==> src/sv/dfr_pkg.sv <==
// ---------------------------------------------------------------------------
// Deframer package
// Shared types and constants for the sync/length frame deframer.
// ---------------------------------------------------------------------------
package dfr_pkg;

   localparam int unsigned DFR_MAX_PAYLOAD = 512;

   localparam int unsigned CSR_INDEX_W = 1;
   localparam int unsigned CSR_DATA_W  = 10;

   localparam logic [CSR_INDEX_W-1:0] CSR_MAX_FRAME_LENGTH = 1'd0;
   localparam logic [CSR_INDEX_W-1:0] CSR_TEXT_FLUSH_LIMIT = 1'd1;

   localparam logic [9:0] CSR_RESET_VALUE = 10'd512;
   localparam logic [9:0] TEXT_LIMIT_CAP  = 10'd512;

   localparam logic [7:0] SYNC_FIRST  = 8'h94;
   localparam logic [7:0] SYNC_SECOND = 8'hC3;
   localparam logic [7:0] CH_LF       = 8'h0A;
   localparam logic [7:0] CH_CR       = 8'h0D;

   localparam logic [1:0] KIND_TEXT     = 2'd0;
   localparam logic [1:0] KIND_LINE_END = 2'd1;
   localparam logic [1:0] KIND_PAYLOAD  = 2'd2;

   typedef enum logic [2:0] {
      PH_HUNT    = 3'd0,
      PH_SYNC1   = 3'd1,
      PH_LEN_HI  = 3'd2,
      PH_LEN_LO  = 3'd3,
      PH_PAYLOAD = 3'd4
   } phase_type;

   typedef struct packed {
      logic       valid;
      logic [1:0] item_kind;
      logic [7:0] item_data;
      logic       item_last;
      logic [9:0] frame_length;
   } item_type;

endpackage

==> src/sv/dfr_req_if.sv <==
// ---------------------------------------------------------------------------
// Deframer request channel
// Valid/ready channel that carries one received byte per transaction.
// ---------------------------------------------------------------------------
interface dfr_req_if;
   logic       valid;
   logic       ready;
   logic [7:0] rx_byte;

   modport source (output valid, output rx_byte, input ready);
   modport sink   (input valid, input rx_byte, output ready);
endinterface

==> src/sv/dfr_rsp_if.sv <==
// ---------------------------------------------------------------------------
// Deframer response channel
// Valid/ready channel that carries one text, line-end or payload item.
// ---------------------------------------------------------------------------
interface dfr_rsp_if;
   logic       valid;
   logic       ready;
   logic [1:0] item_kind;
   logic [7:0] item_data;
   logic       item_last;
   logic [9:0] frame_length;

   modport source (output valid, output item_kind, output item_data,
                   output item_last, output frame_length, input ready);
   modport sink   (input valid, input item_kind, input item_data,
                   input item_last, input frame_length, output ready);
endinterface

==> src/sv/dfr_parser.sv <==
// ---------------------------------------------------------------------------
// Deframer parser
// Parse state and the per-byte decision: one byte in, at most one item out.
// ---------------------------------------------------------------------------
module dfr_parser
   import dfr_pkg::*;
#(
   parameter int unsigned MAX_PAYLOAD = DFR_MAX_PAYLOAD
) (
   input  logic       clock,
   input  logic       reset,
   input  logic       step,
   input  logic [7:0] rx_byte,
   input  logic [9:0] max_frame_length,
   input  logic [9:0] text_flush_limit,
   output item_type   item
);

   localparam int unsigned PCW = $clog2(MAX_PAYLOAD + 1);
   localparam logic [15:0] MAX_LEN16 = 16'(MAX_PAYLOAD);

   phase_type        phase_ff, phase_in;
   logic [15:0]      declared_ff, declared_in;
   logic [PCW-1:0]   payload_count_ff, payload_count_in;
   logic [9:0]       text_count_ff, text_count_in;

   logic [9:0]       text_next;
   logic [9:0]       text_limit;
   logic [PCW-1:0]   count_next;
   logic [15:0]      count_ext;
   logic [15:0]      cfg_max_ext;
   logic [15:0]      eff_max;
   logic [15:0]      length_full;

   always_ff @(posedge clock) begin
      if (reset) begin
         phase_ff         <= PH_HUNT;
         declared_ff      <= '0;
         payload_count_ff <= '0;
         text_count_ff    <= '0;
      end else if (step) begin
         phase_ff         <= phase_in;
         declared_ff      <= declared_in;
         payload_count_ff <= payload_count_in;
         text_count_ff    <= text_count_in;
      end
   end

   always_comb begin
      text_next   = text_count_ff + 10'd1;
      text_limit  = (text_flush_limit > TEXT_LIMIT_CAP) ? TEXT_LIMIT_CAP : text_flush_limit;
      count_next  = payload_count_ff + 1'b1;
      count_ext   = 16'(count_next);
      cfg_max_ext = 16'(max_frame_length);
      eff_max     = (cfg_max_ext > MAX_LEN16) ? MAX_LEN16 : cfg_max_ext;
      length_full = {declared_ff[15:8], rx_byte};

      phase_in         = phase_ff;
      declared_in      = declared_ff;
      payload_count_in = payload_count_ff;
      text_count_in    = text_count_ff;
      item             = '0;

      unique case (phase_ff)
         PH_SYNC1: begin
            if (rx_byte == SYNC_SECOND) begin
               phase_in = PH_LEN_HI;
            end else if (rx_byte != SYNC_FIRST) begin
               // Broken sync: the byte falls back to text without a flush check.
               phase_in = PH_HUNT;
               if (rx_byte != CH_CR && rx_byte != CH_LF) begin
                  text_count_in  = text_next;
                  item.valid     = 1'b1;
                  item.item_kind = KIND_TEXT;
                  item.item_data = rx_byte;
               end
            end
         end
         PH_LEN_HI: begin
            declared_in = {rx_byte, 8'h00};
            phase_in    = PH_LEN_LO;
         end
         PH_LEN_LO: begin
            declared_in = length_full;
            if (length_full == 16'd0 || length_full > eff_max) begin
               phase_in = PH_HUNT;
            end else begin
               payload_count_in = '0;
               phase_in         = PH_PAYLOAD;
            end
         end
         PH_PAYLOAD: begin
            payload_count_in  = count_next;
            item.valid        = 1'b1;
            item.item_kind    = KIND_PAYLOAD;
            item.item_data    = rx_byte;
            item.frame_length = declared_ff[9:0];
            if (count_ext >= declared_ff) begin
               item.item_last = 1'b1;
               phase_in       = PH_HUNT;
            end
         end
         default: begin
            phase_in = PH_HUNT;
            if (rx_byte == SYNC_FIRST) begin
               phase_in = PH_SYNC1;
            end else if (rx_byte == CH_LF) begin
               if (text_count_ff != 10'd0) begin
                  text_count_in  = '0;
                  item.valid     = 1'b1;
                  item.item_kind = KIND_LINE_END;
               end
            end else if (rx_byte != CH_CR) begin
               item.valid     = 1'b1;
               item.item_kind = KIND_TEXT;
               item.item_data = rx_byte;
               if (text_next > text_limit) begin
                  text_count_in  = '0;
                  item.item_last = 1'b1;
               end else begin
                  text_count_in = text_next;
               end
            end
         end
      endcase
   end

endmodule

==> src/sv/sync_length_frame_deframer.sv <==
// ---------------------------------------------------------------------------
// Sync/length frame deframer
// Splits a received byte stream into framed payload bytes and text bytes.
// ---------------------------------------------------------------------------
//  Channel  Direction  Transaction
//  req_ch   in         one received byte (rx_byte)
//  rsp_ch   out        item_kind, item_data, item_last, frame_length
//  csr_*    in         register write: index 0 max length, 1 text flush limit
//
// Each byte passes an input register and then the parse logic into the
// result register; one byte per cycle while rsp_ch does not stall.
// A byte that yields no item still passes through the parse stage.
// Reset is synchronous; it clears the parse state and restores both
// registers to 512. When rsp_ch stalls, the input register holds one
// byte and req_ch.ready drops after that.
module sync_length_frame_deframer
   import dfr_pkg::*;
#(
   parameter int unsigned MAX_PAYLOAD = DFR_MAX_PAYLOAD
) (
   input  logic                   clock,
   input  logic                   reset,
   dfr_req_if.sink                req_ch,
   dfr_rsp_if.source              rsp_ch,
   input  logic                   csr_we,
   input  logic [CSR_INDEX_W-1:0] csr_index,
   input  logic [CSR_DATA_W-1:0]  csr_wdata
);

   logic       s1_valid_ff, s1_valid_in;
   logic [7:0] s1_byte_ff;
   logic       rsp_valid_ff, rsp_valid_in;
   item_type   rsp_item_ff;
   logic [9:0] max_len_ff;
   logic [9:0] flush_lim_ff;
   logic       advance;
   logic       req_accept;
   item_type   item;

   assign advance    = s1_valid_ff && (!rsp_valid_ff || rsp_ch.ready);
   assign req_ch.ready = !s1_valid_ff || advance;
   assign req_accept = req_ch.valid && req_ch.ready;

   assign s1_valid_in  = req_accept || (s1_valid_ff && !advance);
   assign rsp_valid_in = advance ? item.valid : (rsp_valid_ff && !rsp_ch.ready);

   always_ff @(posedge clock) begin
      if (reset) begin
         max_len_ff   <= CSR_RESET_VALUE;
         flush_lim_ff <= CSR_RESET_VALUE;
      end else if (csr_we) begin
         unique case (csr_index)
            CSR_MAX_FRAME_LENGTH: max_len_ff   <= csr_wdata;
            CSR_TEXT_FLUSH_LIMIT: flush_lim_ff <= csr_wdata;
            default: ;
         endcase
      end
   end

   always_ff @(posedge clock) begin
      if (reset) begin
         s1_valid_ff  <= 1'b0;
         rsp_valid_ff <= 1'b0;
      end else begin
         s1_valid_ff  <= s1_valid_in;
         rsp_valid_ff <= rsp_valid_in;
      end
   end

   always_ff @(posedge clock) begin
      if (req_accept) begin
         s1_byte_ff <= req_ch.rx_byte;
      end
      if (advance && item.valid) begin
         rsp_item_ff <= item;
      end
   end

   dfr_parser #(
      .MAX_PAYLOAD (MAX_PAYLOAD)
   ) u_parser (
      .clock            (clock),
      .reset            (reset),
      .step             (advance),
      .rx_byte          (s1_byte_ff),
      .max_frame_length (max_len_ff),
      .text_flush_limit (flush_lim_ff),
      .item             (item)
   );

   assign rsp_ch.valid        = rsp_valid_ff;
   assign rsp_ch.item_kind    = rsp_item_ff.item_kind;
   assign rsp_ch.item_data    = rsp_item_ff.item_data;
   assign rsp_ch.item_last    = rsp_item_ff.item_last;
   assign rsp_ch.frame_length = rsp_item_ff.frame_length;

endmodule

==> src/flat_wrapper.sv <==
// flat-port wrapper written by rule: the top's interface ports become plain ports
module sync_length_frame_deframer_flat import dfr_pkg::*;
#(
   parameter int unsigned MAX_PAYLOAD = DFR_MAX_PAYLOAD
)
  (clock, reset, csr_we, csr_index, csr_wdata, req_ch_valid, req_ch_rx_byte, req_ch_ready, rsp_ch_valid, rsp_ch_item_kind, rsp_ch_item_data, rsp_ch_item_last, rsp_ch_frame_length, rsp_ch_ready);
  dfr_req_if req_ch_i ();
  dfr_rsp_if rsp_ch_i ();
  input  logic clock;
  input  logic reset;
  input  logic csr_we;
  input  logic [CSR_INDEX_W-1:0] csr_index;
  input  logic [CSR_DATA_W-1:0] csr_wdata;
  input wire logic [$bits(req_ch_i.valid)-1:0] req_ch_valid;
  input wire logic [$bits(req_ch_i.rx_byte)-1:0] req_ch_rx_byte;
  output wire logic [$bits(req_ch_i.ready)-1:0] req_ch_ready;
  output wire logic [$bits(rsp_ch_i.valid)-1:0] rsp_ch_valid;
  output wire logic [$bits(rsp_ch_i.item_kind)-1:0] rsp_ch_item_kind;
  output wire logic [$bits(rsp_ch_i.item_data)-1:0] rsp_ch_item_data;
  output wire logic [$bits(rsp_ch_i.item_last)-1:0] rsp_ch_item_last;
  output wire logic [$bits(rsp_ch_i.frame_length)-1:0] rsp_ch_frame_length;
  input wire logic [$bits(rsp_ch_i.ready)-1:0] rsp_ch_ready;
  assign req_ch_i.valid = req_ch_valid;
  assign req_ch_i.rx_byte = req_ch_rx_byte;
  assign req_ch_ready = req_ch_i.ready;
  assign rsp_ch_valid = rsp_ch_i.valid;
  assign rsp_ch_item_kind = rsp_ch_i.item_kind;
  assign rsp_ch_item_data = rsp_ch_i.item_data;
  assign rsp_ch_item_last = rsp_ch_i.item_last;
  assign rsp_ch_frame_length = rsp_ch_i.frame_length;
  assign rsp_ch_i.ready = rsp_ch_ready;
  sync_length_frame_deframer #(.MAX_PAYLOAD(MAX_PAYLOAD)) u_core (.clock(clock), .reset(reset), .req_ch(req_ch_i), .rsp_ch(rsp_ch_i), .csr_we(csr_we), .csr_index(csr_index), .csr_wdata(csr_wdata));
endmodule
==> config.mk <==
export PLATFORM = sky130hd
export DESIGN_NAME = sync_length_frame_deframer_flat
export DESIGN_NICKNAME = d
export VERILOG_FILES = /design/src/sv/dfr_pkg.sv /design/src/sv/dfr_req_if.sv /design/src/sv/dfr_rsp_if.sv /design/src/sv/dfr_parser.sv /design/src/sv/sync_length_frame_deframer.sv /design/src/flat_wrapper.sv
export SDC_FILE = /design/constraint.sdc
export NUM_CORES = 1
export LEC_CHECK = 0
export ABC_CLOCK_PERIOD_IN_PS = 4600
export BUFFER_PORTS_ARGS = -buffer_cell sky130_fd_sc_hd__buf_4
export CORE_MARGIN = 8
export CORE_UTILIZATION = 34
export DETAILED_ROUTE_END_ITERATION = 7
export GPL_TIMING_DRIVEN = 0
export HOLD_SLACK_MARGIN = 0.12
export PLACE_DENSITY = 0.53
export SLEW_MARGIN = 20
export SYNTH_ARGS = -nofsm -noshare
export SYNTH_HDL_FRONTEND = slang
export SYNTH_SLANG_ARGS = --single-unit
==> constraint.sdc <==
create_clock -name clock -period 4.6 [get_ports clock]
set_clock_uncertainty 0.1 [all_clocks]
set_input_delay 0.92 -clock clock [delete_from_list [all_inputs] [get_ports clock]]
set_output_delay 0.92 -clock clock [all_outputs]
set_load 0.01 [all_outputs]
### Yosys cells after proc, flatten, opt, wreduce, memory -nomap -nowiden

Cells that the tools add are included.

* latch bits: 0
* memories kept: 0
* memory bits (writable): 0
* register bits after elaboration: 90
* output and inout port bits: 23
* ROM bits: 0
* logic and storage cells: 104

* bitwise gates (word level): 3
* reductions and logical operators: 29
* $add $sub $neg: 2
* eq/ne operators: 18
* shifts and indexed selects: 0
* div/mod/pow operators: 0
* multipliers: 0
* order comparisons: 5
* mux-type cells: 33

Operators with widths (number)
* 2-to-1 mux 10 bit: 11
* one-hot mux 10 bit (2 select lines): 2
* 2-to-1 mux 11 bit: 3
* one-hot mux 11 bit (3 select lines): 1
* one-hot mux 16 bit (2 select lines): 1
* 2-to-1 mux 12 bit: 2
* adder 10 x 1 -> 10 bit (second input constant): 2
* greater-than comparator 10 bit (second input constant): 2
* 2-to-1 mux 3 bit: 6
* == test 8 bit (second input constant): 2
* greater-or-equal comparator 10 x 16 -> 1 bit: 1
* greater-than comparator 16 x 10 -> 1 bit: 1
* logical NOT 16 bit: 1
* != test 8 x 4 -> 1 bit (second input constant): 2
* one-hot mux 3 bit (4 select lines): 1
* greater-than comparator 10 bit: 1
* != test 2 bit (second input constant): 5
* nonzero test 10 bit: 1
* 2-to-1 mux 9 bit: 1
* AND reduction 3 bit: 3
* == test 8 x 4 -> 1 bit (second input constant): 1
* != test 8 bit (second input constant): 1
* AND reduction 8 bit: 1
* == test 3 x 2 -> 1 bit (second input constant): 2
* other kinds (16): 36

### Logic depth before layout (Yosys ltp)

Gate-level depths: netlist (run 1).

* word-level depth: 9
* mapped depth: 12
* depth with buffers taken out: 11

### Cells and area by module

From an unflattened synthesis (run 1), not the netlist that was laid out.

* cell total of the unflattened synthesis: 560
* area, all modules: 4968.5 um^2

Modules (own cells, without submodules)
* dfr_parser: area each 3170.5 um^2, instances 1, cells each 442
* sync_length_frame_deframer: area each 1798.0 um^2, instances 1, cells each 118

### Worst setup path after synthesis (run 1)

OpenSTA, ideal clock, no wires.

* path type: reg2reg
* start: reg u_core.s1_byte_ff[5]
* end: reg u_core.rsp_item_ff (netlist bit u_core.rsp_ch.frame_length[0]), enable pin
* data arrival time: 3.326 ns
* clock period less this slack: 3.856 ns
* stages on the path, launching flop included: 6
* path slack: 0.744 ns
* required time: 4.070 ns
* cell sequence: edfxtp_1 -> or4_4 -> nor3_2 -> a31oi_1 -> o21ai_1 -> nor3b_1

* longest elaborated chain between the ends: 7
* elaborated cells on any way between the ends: 15

Ends and longest elaborated chain
* start: declaration: RTL line sync_length_frame_deframer.sv:31 `logic [7:0] s1_byte_ff;`
* start signal: assignment: RTL line sync_length_frame_deframer.sv:72 `s1_byte_ff <= req_ch.rx_byte;`
* != test 8 x 4 -> 1 bit, on equally long branches: RTL line dfr_parser.sv:71, dfr_parser.sv:113
* logical AND 1 bit: RTL line dfr_parser.sv:71 `if (rx_byte != CH_CR && rx_byte != CH_LF) begin`
* 2-to-1 mux 11 bit: RTL line dfr_parser.sv:71
* 2-to-1 mux 11 bit: RTL line dfr_parser.sv:68 `end else if (rx_byte != SYNC_FIRST) begin`
* 2-to-1 mux 11 bit: RTL line dfr_parser.sv:66 `if (rx_byte == SYNC_SECOND) begin`
* one-hot mux 11 bit (3 select lines) *: RTL line dfr_parser.sv:64 `unique case (phase_ff)`
* logical AND 1 bit *: RTL line sync_length_frame_deframer.sv:74 `if (advance && item.valid) begin`
* end signal: assignment: RTL line sync_length_frame_deframer.sv:75 `rsp_item_ff <= item;`
* end: declaration: RTL line sync_length_frame_deframer.sv:33 `item_type rsp_item_ff;`

Every way passes the cells marked *; elsewhere a longest branch is shown, timed or not.
A chain may end at the register's enable or synchronous reset.

### Worst setup path after layout (run 1)

* start: reg u_core.s1_byte_ff[5]
* end: reg u_core.rsp_item_ff (netlist bit u_core.rsp_ch.frame_length[8]), enable pin

Same word-level chain as after synthesis.

==> results of run 1 <==
## cell usage after synthesis, types with 3 or more instances
cell type	n
mux2i_1	3
o41ai_1	3
and2_1	9
dfxtp_1	61
a21o_1	4
clkbuf_1	18
nor4_1	5
o21ai_0	16
ha_1	33
inv_1	15
nor2_1	34
nand2b_1	5
buf_1	3
a21oi_1	58
a211oi_1	3
or3_1	5
nand2_1	104
xnor2_1	10
and3_1	4
o21a_1	5
a31oi_1	6
nor3_1	8
nand3_1	24
xor2_1	6
nand3b_1	6
nor2b_1	10
nand4_1	5
edfxtp_1	29
a22o_1	5
o211ai_1	3
## cell type report
| type | count | share of cell area |
|---|---|---|
| clock buffer | 10 | 0.0408 |
| sequential | 90 | 0.373 |
| multi-input combinational | 410 | 0.448 |
| inverter | 16 | 0.0107 |
| timing repair buffer | 47 | 0.0628 |
| tap | 180 | 0.0401 |
| buffer | 24 | 0.0178 |
| clock inverter | 6 | 0.00735 |
## metal layers
| metal | part of all wire | routed length [um] | up-vias |
|---|---|---|---|
| met4 | 0.014 | 173 | 0 |
| met5 | 0 | 0 | - |
| met2 | 0.43 | 5250 | 99 |
| met1 | 0.49 | 5990 | 1844 |
| met3 | 0.059 | 715 | 10 |
| li1 | - | - | 2046 |
## sequential cells by signal, indices dropped and copies added, names as in the netlist
| signal | cells |
|---|---|
| u_core.s1_byte_ff | 8 |
| u_core.rsp_ch.frame_length | 10 |
| u_core.rsp_ch.item_kind | 2 |
| u_core.rsp_ch.item_last | 1 |
| u_core.rsp_ch.item_data | 8 |
| u_core.rsp_ch.valid | 1 |
| u_core.s1_valid_ff | 1 |
| u_core.u_parser.declared_ff | 16 |
| u_core.flush_lim_ff | 10 |
| u_core.u_parser.payload_count_ff | 10 |
| u_core.u_parser.phase_ff | 3 |
| u_core.u_parser.text_count_ff | 10 |
| u_core.max_len_ff | 10 |
## worst max-delay path by stage
stage | from | to | cells after the start | slack [ps]
floorplan | u_core.s1_byte_ff[5] | u_core.rsp_ch.frame_length[0] | 5 | 740
global placement | u_core.s1_byte_ff[5] | u_core.rsp_ch.frame_length[7] | 5 | -90
detailed placement | u_core.s1_byte_ff[4] | u_core.rsp_ch.frame_length[7] | 6 | 1110
CTS | u_core.s1_byte_ff[4] | u_core.rsp_ch.frame_length[8] | 6 | 1100
global route | u_core.u_parser.text_count_ff[2] | u_core.u_parser.text_count_ff[7] | 12 | 880
finish | u_core.s1_byte_ff[5] | u_core.rsp_ch.frame_length[8] | 6 | 1100
## report_power, final
| part | switching (W) | internal, W | leakage [nW] | total (W) |
|---|---|---|---|---|
| combinational | 0.0000859 | 0.0000622 | 1.18 | 0.000148 |
| clock | 0.000318 | 0.000367 | 0.127 | 0.000686 |
| sequential | 0.0000223 | 0.000843 | 0.774 | 0.000866 |
## logic make-up after synthesis
logic type | Yosys count | synth area share
simple gates | 235 | 0.241
flops | 90 | 0.439
compound gates | 123 | 0.163
xor+xnor | 16 | 0.0294
buf+inv | 40 | 0.0336
mux | 3 | 0.00631
fa+ha+maj | 33 | 0.0867
## worst register-to-register path: stages (launching register included)
cell      delay [ps]
edfxtp_1         540
or4_4            620
nor3_2           530
a31oi_1          160
o21ai_1          230
nor3b_2          700
buf_4            320
## stage by stage
step	cells	worst slack, ps	utilization	cell area, um^2	hold slack, ps
after floorplan	540	744	-	4760	332
after global placement	766	-90.5	0.387	5330	344
after detailed placement	767	1110	0.388	5350	346
after CTS	783	1100	0.408	5620	356
after global routing	783	884	0.408	5620	368
final	783	1100	0.408	5620	355
==> results by stage, run 1 <==
STA:
- The actual transition at the worst max-transition pin is 804 ps.
- The sum of negative setup slack is 0 ps.
- The final number of max-transition violations is 0.
- The final critical delay including setup and external delays is 3500 ps.
- The count of endpoints failing hold in the final timing report is 0.
- Setup violations remaining at the end of the flow were counted as 0.
- Dividing the final minimum period by the clock period gives 0.762.
- Setup repair after global routing left no endpoint under its margin.
- The maximum frequency from static timing analysis is 0.285 GHz.
- In this run the tightest slew margin relative to its limit is 0.461.

Critical path:
- The number of buffers and inverters on the critical path is 1.
- STA puts the critical path data arrival time at 3450 ps.
- Traced cell by cell, the critical path runs through or4_4 > nor3_2 > a31oi_1 > o21ai_1 > nor3b_2 > buf_4.
- The category of the worst setup path capture point is a register.
- The critical path required time is 4550 ps.
- The worst register-to-register path ends at u_core.rsp_ch.frame_length[8].
- In this run the critical register-to-register path is launched from u_core.s1_byte_ff[5].
- The standard cell with the maximum stage delay on the critical path is nor3b_2.
- For this run, the slowest stage of the critical path takes 700 ps.
- In this run the register-to-register setup slack is 1100 ps.
- Along the worst path, the maximum fanout reaches 11.
- The number of cells on the worst reg-to-reg path is 6.
- The cell family contributing the most delay on the critical path is simple AND/OR/NAND/NOR gates.
- The worst setup path is launched from a register.
- The critical path class is register to register.

Clock tree:
- The post-cts hold buffer count is 0.
- The maximum level of the CTS H-tree is 3.
- The post-CTS setup buffer count is 0.
- The clock passes through at most 2 buffers.
- The number of clock buffers inserted by TritonCTS is 9.
- The post-CTS resize count is 0.
- CTS placed an instance of clkbuf_16 at the clock tree root.
- The later pin in the worst-skew pair is clocked with a latency of 350 ps.
- The clock transition at the registers of the reported paths is 70 ps.
- The clock drives 90 sinks.
- TritonCTS built the clock tree.

Route:
- Dividing the detail-routed via count by the number of cells gives 5.11.
- For this run, design rule violations remaining after detail routing come to 0.
- The detail-routed net length per standard cell is 15.5 um.
- The routed wire length is 12.1 mm.
- The first detailed-routing pass ran for 4 iterations.
- The via count is 3999.
- The DRC violation total after the first TritonRoute iteration is 185.
- The remaining antenna violation count after routing is 0.

Global route:
- The global-route met3 utilization is 0.0396.
- The met1 usage in global routing is 0.185.
- Across every metal layer, demand over resource in global routing totals 0.139.
- The most crowded layer after global routing is met2.
- For met2 alone, demand over resource in global routing was 0.213.
- The number of global-route vias before repair is 3966.
- The first global-routing pass estimated 20.1 mm of wire.
- The number of antenna violations at the first check in global routing came to 0.
- The leftover overflow at the end of global routing is 0.
- The maximum number of pins on one net before global-route repair is 16.

Synth:
- Of all cell types, the one taking the most synthesized area is dfxtp_1.
- After synthesis, the cell types taking the most area are dfxtp_1 26%, edfxtp_1 18%, ha_1 8.7%.
- The number of enable flip-flop cells after synthesis is 29.
- The Yosys step of the flow raised 0 warnings.
- The fraction of registers with async set or reset after synthesis is 0.
- The post-synthesis instance total is 540.
- Counting distinct cell types in the post-synthesis netlist gives 63.
- The net count after synthesis is 597.
- The synthesized netlist occupies a cell area of 0.00476 mm^2.
- The sequential fraction of the synthesis area is 0.439.
- In this run, synthesis produced a sequential element count of 90.
- The share of synthesized area in the top cell type comes to 0.256.
- The most frequently used flop master after synthesis is dfxtp_1.
- Averaged over all synthesized cells, the footprint is 8.82 um^2.

Min path:
- The worst hold path terminates at u_core.u_parser.declared_ff[4].
- In this run the worst hold path is classified as register to register.
- The startpoint of the most critical hold path is u_core.u_parser.declared_ff[4].
- The hold-critical path depth is 2.

Layout:
- In the layout the commonest cells are 104 x nand2_1, 61 x dfxtp_1, 58 x a21oi_1.
- The library cell used most frequently in the layout, excluding fill and tap cells, is nand2_1.
- The sequential cell area is 0.00209 mm^2.
- Summing all multi-input logic gate instances after layout gives 0.00251 mm^2.
- Of the cells placed in the final design, the portion with a size suffix greater than 1 is 0.128.
- The number of nets in the finished design is 655.
- The total of fill cells in the finished design is 1437.
- Compared with the post-synthesis result, the final layout area differs by 17.9%.
- The diode insertion count for antenna repair is 0.

Floorplan:
- The initial utilization of the core area, before any placement, comes to 0.346.
- The die covers 0.0180 mm^2.
- The total area inside the core boundary comes to 0.0138 mm^2.
- The number of ports placed on the die boundary is 47.
- The die boundary height is 134 um.
- The die is 134 um wide.
- The floorplan has 43 rows.

Pwr:
- The total leakage power is 2.08 nW.
- The total power is 0.00170 W.
- VDD sags by at most 174 uV.
- Power spread over the standard cell area amounts to 303 mW/mm^2.

Run status:
- The run finished with clean final reports.

Place:
- Buffers placed on the I/O ports in this run total 46.
- Once detailed placement completed, the half-perimeter wirelength came to 9.31 mm.
- The final estimated routing congestion in global placement is 0.813.

Run:
- Across the run, the number of max-cap violations was 0.
(Power assumes the default switching activity.)
==> inputs of run 2 (changes only) <==
Settings changed: ABC_CLOCK_PERIOD_IN_PS 4600 to 2800, PLACE_DENSITY 0.53 to 0.55.
Clock period 4.6 ns to 2.8 ns, I/O delays scaled along.
==> run 2 against run 1 <==
  * The run now ends with setup timing left
  * Power rose by 67%
  * Clock power rose by 66%
  * Sequential share of layout area fell by 2.4 points
  * Via count rose by 4.9%
  * Maximum frequency rose by 24%
  * Register-to-register slack got worse by 1100 ps
  * Core utilization rose by 3.3 points
  * Sequential power rose by 64%
  * Wire length rose by 5.8%
  * Largest power group unchanged
==> results by stage, run 2 (synthesized netlist as in run 1, its figures left out) <==
Route:
- The routed wire length came to 12.8 mm (+5.8%).
- The detail-routed net length per standard cell is 16.0 um (+3.6%).
- The via density per instance came to 5.24 (+2.7%).
- The post-detailed-route DRC marker count is 0 (unchanged).
- The via count is 4195 (+4.9%).
- The first-pass iteration count of the detailed router was 5 (+1).
- The remaining antenna violation count after routing is 0 (unchanged).
- The DRC violation total after the first TritonRoute iteration was 224 (+21%).

Critical path:
- The critical path in this run is classified as register to register.
- The delay contributed by the slowest stage of the critical path is 330 ps (-370 ps).
- The critical path required time is 2980 ps (-1570 ps).
- The maximum fanout along the worst path came to 8 (-3).
- The worst path arrival time is 3000 ps (-450 ps).
- The critical path goes through nor4_2 > nand2_1 > o41ai_4 > nand2_1 > ha_4 > a211o_1 > a21oi_2 > o211ai_1 > buf_4 > o21ai_4 > nand3_1 > a21oi_1.
- The slowest stage of the critical path is the dfxtp_2 cell.
- The cell that appears most often on the critical path is nand2_1.
- The startpoint class of the critical path is a register.
- Among cell families on the critical path, the largest total delay comes from compound AO/OA/AOI/OAI gates.
- The number of buffers and inverters on the critical path is 1 (unchanged).
- The category of the worst setup path capture point is a register.

Floorplan:
- The number of ports placed on the die boundary was 47 (unchanged).
- The die boundary height is 134 um (unchanged).
- The total die area came to 0.0180 mm^2 (unchanged).
- The die extent in x is 134 um (unchanged).
- The number of rows in the core area came to 43 (unchanged).
- The area of the core region came to 0.0138 mm^2 (unchanged).
- The effective utilization at floorplan came to 0.346 (unchanged).

Layout:
- The share of layout cells above drive strength 1 came to 0.229 (+0.101).
- The total of fill cells in the finished design is 1370 (-4.7%).
- The number of nets in the finished design is 672 (+2.6%).
- The area added between synthesis and finish is 27.4%.
- The diode insertion count for antenna repair is 0 (unchanged).
- The library cells used most frequently in the layout, excluding fill and tap cells, are 101 x nand2_1, 65 x buf_4, 57 x a21oi_1.
- More flip-flops sit in one register than any other, and that register is u_core.u_parser.declared_ff.
- The library cell used most frequently in the layout, excluding fill and tap cells, is nand2_1.
- The number of flip-flops in the largest register is 16 (unchanged).

STA:
- The count of endpoints failing setup in the final report is 8 (+8).
- The actual transition at the worst max-transition pin came to 787 ps (-17.6 ps).
- Setup repair after global routing could not meet its margin everywhere.
- The setup slack of the critical path after layout is -17.6 ps (-1110 ps).
- The sum of negative setup slack was -70.9 ps (-70.9 ps).
- The final critical delay including setup and external delays is 2820 ps (-686 ps).
- The final number of max-transition violations came to 0 (unchanged).
- The maximum frequency from static timing analysis is 0.355 GHz (+24%).
- The count of endpoints failing hold in the final timing report came to 0 (unchanged).
- The final worst-path cycle share is 1.01 (+0.245).
- The worst max-slew margin expressed relative to the limit is 0.476 (+0.0141).

Place:
- The final estimated routing congestion in global placement came to 0.814 (about the same).
- The total of buffers placed on input and output ports is 46 (unchanged).
- The half-perimeter wire length after detailed placement is 9.28 mm (-0.35%).

Pwr:
- The total leakage power was 2.24 nW (+7.6%).
- The total power is 0.00284 W (+67%).
- The power density relative to cell area is 468 mW/mm^2 (+55%).
- The worst ir drop on vdd is 236 uV (+36%).

Global route:
- The met1 usage in global routing is 0.182 (-0.00265).
- The global-route met3 utilization is 0.0400 (+0.000374).
- The leftover overflow at the end of global routing was 0 (unchanged).
- The global routing usage summed across all routing layers is 0.144 (+0.00411).
- The met2 track demand over resource is 0.222 (+0.00917).
- The number of global-route vias before repair came to 4126 (+4.0%).
- The number of antenna violations at the first check in global routing came to 0 (unchanged).
- The wire length of the first global-routing pass is 20.7 mm (+2.8%).
- The maximum number of pins on one net before global-route repair is 17 (+1).
- The most crowded layer after global routing is met2.

Min path:
- The class of the most critical hold timing path is input port to register.

Clock tree:
- The maximum level of the CTS H-tree came to 3 (unchanged).
- The cell sitting at the root of the clock tree is a clkbuf_16.
- The insertion delay of the later-clocked pin in the worst-skew pair came to 350 ps (about the same).
- TritonCTS built the clock tree.
- The number of clock buffers inserted by TritonCTS is 9 (unchanged).
- The post-cts hold buffer count was 0 (unchanged).
- The clock sink count is 90 (unchanged).
- The maximum count of clock buffers along a single path is 2 (unchanged).
- The clock transition at the registers of the reported paths was 60 ps (about the same).

Run status:
- The run finished, with violations left.
- The final reports fail on setup timing.

Run:
- The total of max-cap violations is 0 (unchanged).
[run 2: cell count changes in the layout (fill, tap and decap cells not counted), moves of 3 or more]
| cell | before | now |
|---|---|---|
| nand2_1 | 104 | 101 |
| dfxtp_1 | 61 | 51 |
| ha_1 | 33 | 29 |
| clkbuf_1 | 19 | 14 |
| buf_4 | 47 | 65 |
| dfxtp_2 | 0 | 6 |
| dfxtp_4 | 0 | 4 |
| ha_4 | 0 | 3 |
| nand3_1 | 24 | 20 |
| nor2_4 | 0 | 3 |
| nand2_2 | 0 | 3 |
| nor2_1 | 34 | 29 |
| clkinv_4 | 0 | 4 |
[run 2: per-layer routing]
layer / vias to the layer above / routed length (um)
li1: 2092 / -
met1: 1939 / 5980
met2: 142 / 5600
met3: 22 / 959
met4: 0 / 293
met5: - / 0
[run 2: layout make-up]
cell class	instances	area (um^2)	area share
Multi-Input combinational cell	412	2800	0.461
Buffer	20	85.1	0.0140
Clock inverter	7	55.1	0.00907
Sequential cell	90	2110	0.348
Tap cell	180	225	0.0371
Inverter	16	60.1	0.00990
Timing Repair Buffer	66	508	0.0837
Clock buffer	9	225	0.0371
[run 2: timing repair]
action / CTS / global route
gates resized for setup: 31 / 28
buffers inserted: 14 / 6
gates cloned: 1 / 1
setup endpoints to repair: 42 / 45
pin swaps: 6 / 31
[run 2: path summary, 6_finish.rpt]
path	startpoint	endpoint	slack, ps	cells past startpoint
max	u_core.flush_lim_ff[8]	u_core.u_parser.text_count_ff[8]	-20	12
min	req_ch_rx_byte[0]	u_core.s1_byte_ff[0]	280	1
max reg2reg	u_core.flush_lim_ff[8]	u_core.u_parser.text_count_ff[8]	-20	12
min reg2reg	u_core.u_parser.declared_ff[5]	u_core.u_parser.declared_ff[5]	350	2
[run 2: through the flow]
step / std cells / worst slack (ps) / utilization / hold WS, ps / instance area [um^2]
2_1_floorplan: 540 / 36.4 / - / 332 / 4780
3_3_place_gp: 766 / -500 / 0.388 / 343 / 5350
3_5_place_dp: 766 / -526 / 0.388 / 343 / 5350
4_1_cts: 794 / -43.2 / 0.426 / 272 / 5870
5_1_grt: 800 / -233 / 0.441 / 271 / 6070
6_report: 800 / -17.6 / 0.441 / 283 / 6070
[run 2: where the power goes]
| part | internal [W] | switching (W) | total, W |
|---|---|---|---|
| Clock | 0.000607 | 0.000530 | 0.00114 |
| Sequential | 0.00138 | 0.0000414 | 0.00142 |
| Combinational | 0.000127 | 0.000154 | 0.000281 |
==> inputs of run 3 (changes only) <==
Settings changed: RECOVER_POWER set to 100.
==> run 3 against run 2 <==
  * The flow still finishes with violations (setup timing)
  * Critical endpoint is now u_core.u_parser.text_count_ff[2]
  * Via count is essentially flat
  * Non-clock buffer count unchanged
  * Worst hold slack better by 22 ps
  * Global-route usage is the same
==> results by stage, run 3 (synthesized netlist as in run 1, its figures left out) <==
Min path:
- The class of the most critical hold timing path is input port to register.
- The hold-critical path depth is 1 (unchanged).

Critical path:
- The category of the worst setup path capture point is a register.
- Counting stages on the worst path, the most repeated cell is nand2_1.
- The signal on the critical path passes through nor4_2 > nand2_1 > o41ai_4 > nand2_1 > ha_4 > a211o_1 > a21oi_2 > o211ai_1 > a311oi_2 > buf_4 > nand3b_1 > a31oi_1.
- The delay contributed by the slowest stage of the critical path came to 330 ps (about the same).
- The number of gates on the worst path with buffers counted came to 12 (unchanged).
- The number of buffers and inverters on the critical path is 1 (unchanged).
- The worst setup path is launched from a register.
- The critical path required time was 2970 ps (about the same).
- The worst reg2reg path depth is 12 (unchanged).
- The setup path with the least slack is of type register to register.
- The worst path arrival time is 2990 ps (about the same).
- The standard cell with the maximum stage delay on the critical path is dfxtp_2.
- The cell family with the largest share of critical-path delay is compound AO/OA/AOI/OAI gates.
- The maximum fanout along the worst path is 5 (-3).

Run status:
- The checks that failed: setup timing.
- The flow ran to the end, but the final reports show violations.

Route:
- The routed wire length is 12.9 mm (+0.36%).
- The via count came to 4194 (-0.024%).
- The DRC violation total after the first TritonRoute iteration is 207 (-7.6%).
- The detail-routed net length per standard cell was 16.1 um (+0.36%).
- The first-pass iteration count of the detailed router is 7 (+2).
- The remaining antenna violation count after routing was 0 (unchanged).
- The post-detailed-route DRC marker count is 0 (unchanged).
- The via density per instance is 5.24 (about the same).

Floorplan:
- The effective utilization at floorplan is 0.346 (unchanged).
- The total die area came to 0.0180 mm^2 (unchanged).
- The area of the core region came to 0.0138 mm^2 (unchanged).
- The number of rows in the core area is 43 (unchanged).
- The die extent in x came to 134 um (unchanged).
- The number of ports placed on the die boundary came to 47 (unchanged).
- The die boundary height is 134 um (unchanged).

STA:
- The worst max-slew margin expressed relative to the limit is 0.495 (+0.0192).
- The final critical delay including setup and external delays was 2810 ps (-3.65 ps).
- Setup repair after global routing could not meet its margin everywhere.
- The count of endpoints failing setup in the final report is 6 (-2).
- The count of endpoints failing hold in the final timing report was 0 (unchanged).
- The sum of negative setup slack came to -31.9 ps (+39.0 ps).
- The final worst-path cycle share was 1.00 (-0.00130).
- The maximum frequency from static timing analysis was 0.355 GHz (+0.13%).
- The final number of max-transition violations is 0 (unchanged).
- The actual transition at the worst max-transition pin is 752 ps (-34.5 ps).
- The setup slack of the critical path after layout is -14.0 ps (+3.65 ps).

Layout:
- The sequential cell area is 0.00211 mm^2 (unchanged).
- The share of layout cells above drive strength 1 is 0.189 (-0.0403).
- The most common cell after layout, fill and taps aside is nand2_1.
- The area growth from synthesis to layout is 24.7%.
- The number of nets in the finished design is 672 (unchanged).
- The diode insertion count for antenna repair came to 0 (unchanged).
- The area taken by multi-input logic gates is 0.00278 mm^2 (-0.72%).
- The total of fill cells in the finished design is 1396 (+1.9%).
- The number of flip-flops in the largest register is 16 (unchanged).
- The library cells used most frequently in the layout, excluding fill and tap cells, are 101 x nand2_1, 57 x a21oi_1, 51 x dfxtp_1.
- Ranked by flip-flop count, first place goes to u_core.u_parser.declared_ff.
- The count of non-filler cells in the finished layout is 800 (unchanged).

Place:
- The final estimated routing congestion in global placement is 0.814 (unchanged).
- The total of buffers placed on input and output ports is 46 (unchanged).
- The placed cell count is 766 (unchanged).
- The post-placement setup slack is -526 ps (unchanged).
- The half-perimeter wire length after detailed placement is 9.28 mm (unchanged).

Global route:
- The number of global-route vias before repair is 4126 (unchanged).
- The leftover overflow at the end of global routing is 0 (unchanged).
- The number of antenna violations at the first check in global routing is 0 (unchanged).
- The maximum number of pins on one net before global-route repair was 17 (unchanged).
- The global routing usage summed across all routing layers is 0.144 (unchanged).
- The wire length of the first global-routing pass is 20.7 mm (unchanged).

Clock tree:
- The post-cts hold buffer count was 0 (unchanged).
- The maximum level of the CTS H-tree was 3 (unchanged).
- The clock sink count came to 90 (unchanged).
- The cell at the root of the clock tree is clkbuf_16.
- The insertion delay of the later-clocked pin in the worst-skew pair was 350 ps (about the same).
- The clock transition at the registers of the reported paths was 60 ps (about the same).
- The number of clock buffers inserted by TritonCTS is 9 (unchanged).
- The TritonCTS clock tree is built.
- The maximum count of clock buffers along a single path is 2 (unchanged).

Pwr:
- The power density relative to cell area is 476 mW/mm^2 (+1.6%).
- The worst ir drop on vdd came to 236 uV (about the same).
- The total leakage power is 2.14 nW (-4.4%).

Run:
- The total of max-cap violations is 0 (unchanged).
==> run 3: cell count changes in the layout (fill, tap and decap cells not counted), moves of 2 or more <==
cell / change
and2_1: -4
buf_4: -34
clkbuf_4: +8
nor3b_4: -2
buf_1: -2
and2_0: +4
clkbuf_2: +3
clkbuf_1: +26
nor3b_2: +2
==> run 3: final cells by class <==
class                      count  area share
multi-input combinational    412       0.467
sequential                    90       0.356
timing repair buffer          66      0.0670
clock buffer                   9      0.0379
tap                          180      0.0379
buffer                        20      0.0143
inverter                      16      0.0101
clock inverter                 7     0.00927
==> run 3: worst reg2reg max path, delay by kind of cell (launching register included) <==
kind	cells	cell delay, ps
AO/OA/AOI/OAI	6	1330
AND/OR/NAND/NOR	4	600
flip-flops	1	330
buffers and inverters	1	190
adder cells (fa/ha/maj)	1	180
==> run 3: through the flow <==
stage               total power (W)   util  instance area [um^2]  hold slack, ps
floorplan                   0.00158      -                  4780             332
global placement            0.00169  0.388                  5350             343
detailed placement          0.00169  0.388                  5350             343
CTS                         0.00285  0.426                  5870             272
global route                0.00294  0.431                  5940             294
finish                      0.00283  0.431                  5940             304
==> run 3: timing repair <==
item	CTS	global route
pin swaps	6	31
cloned	1	1
setup buffers	14	6
endpoints found under the setup margin	42	45
gates resized for setup	31	28
==> run 3: routing by layer <==
metal / track usage / vias up / share of wire
met5: 0 / - / 0
met2: 0.222 / 132 / 0.44
li1: - / 2093 / -
met1: 0.182 / 1949 / 0.47
met4: 0.0636 / 0 / 0.021
met3: 0.0400 / 20 / 0.070
==> run 3: power by group <==
part / leakage (nW) / internal [W] / switching [W]
clock: 0.134 / 0.000607 / 0.000532
combinational: 1.23 / 0.000110 / 0.000153
sequential: 0.780 / 0.00138 / 0.0000414
==> run 3: path summary, 6_finish.rpt <==
check,from,endpoint,slack (ps)
worst max-delay path,u_core.flush_lim_ff[8],u_core.u_parser.text_count_ff[2],-10
worst min-delay path,req_ch_rx_byte[0],u_core.s1_byte_ff[0],300
worst max register to register,u_core.flush_lim_ff[8],u_core.u_parser.text_count_ff[2],-10
worst min register to register,u_core.u_parser.declared_ff[5],u_core.u_parser.declared_ff[5],350
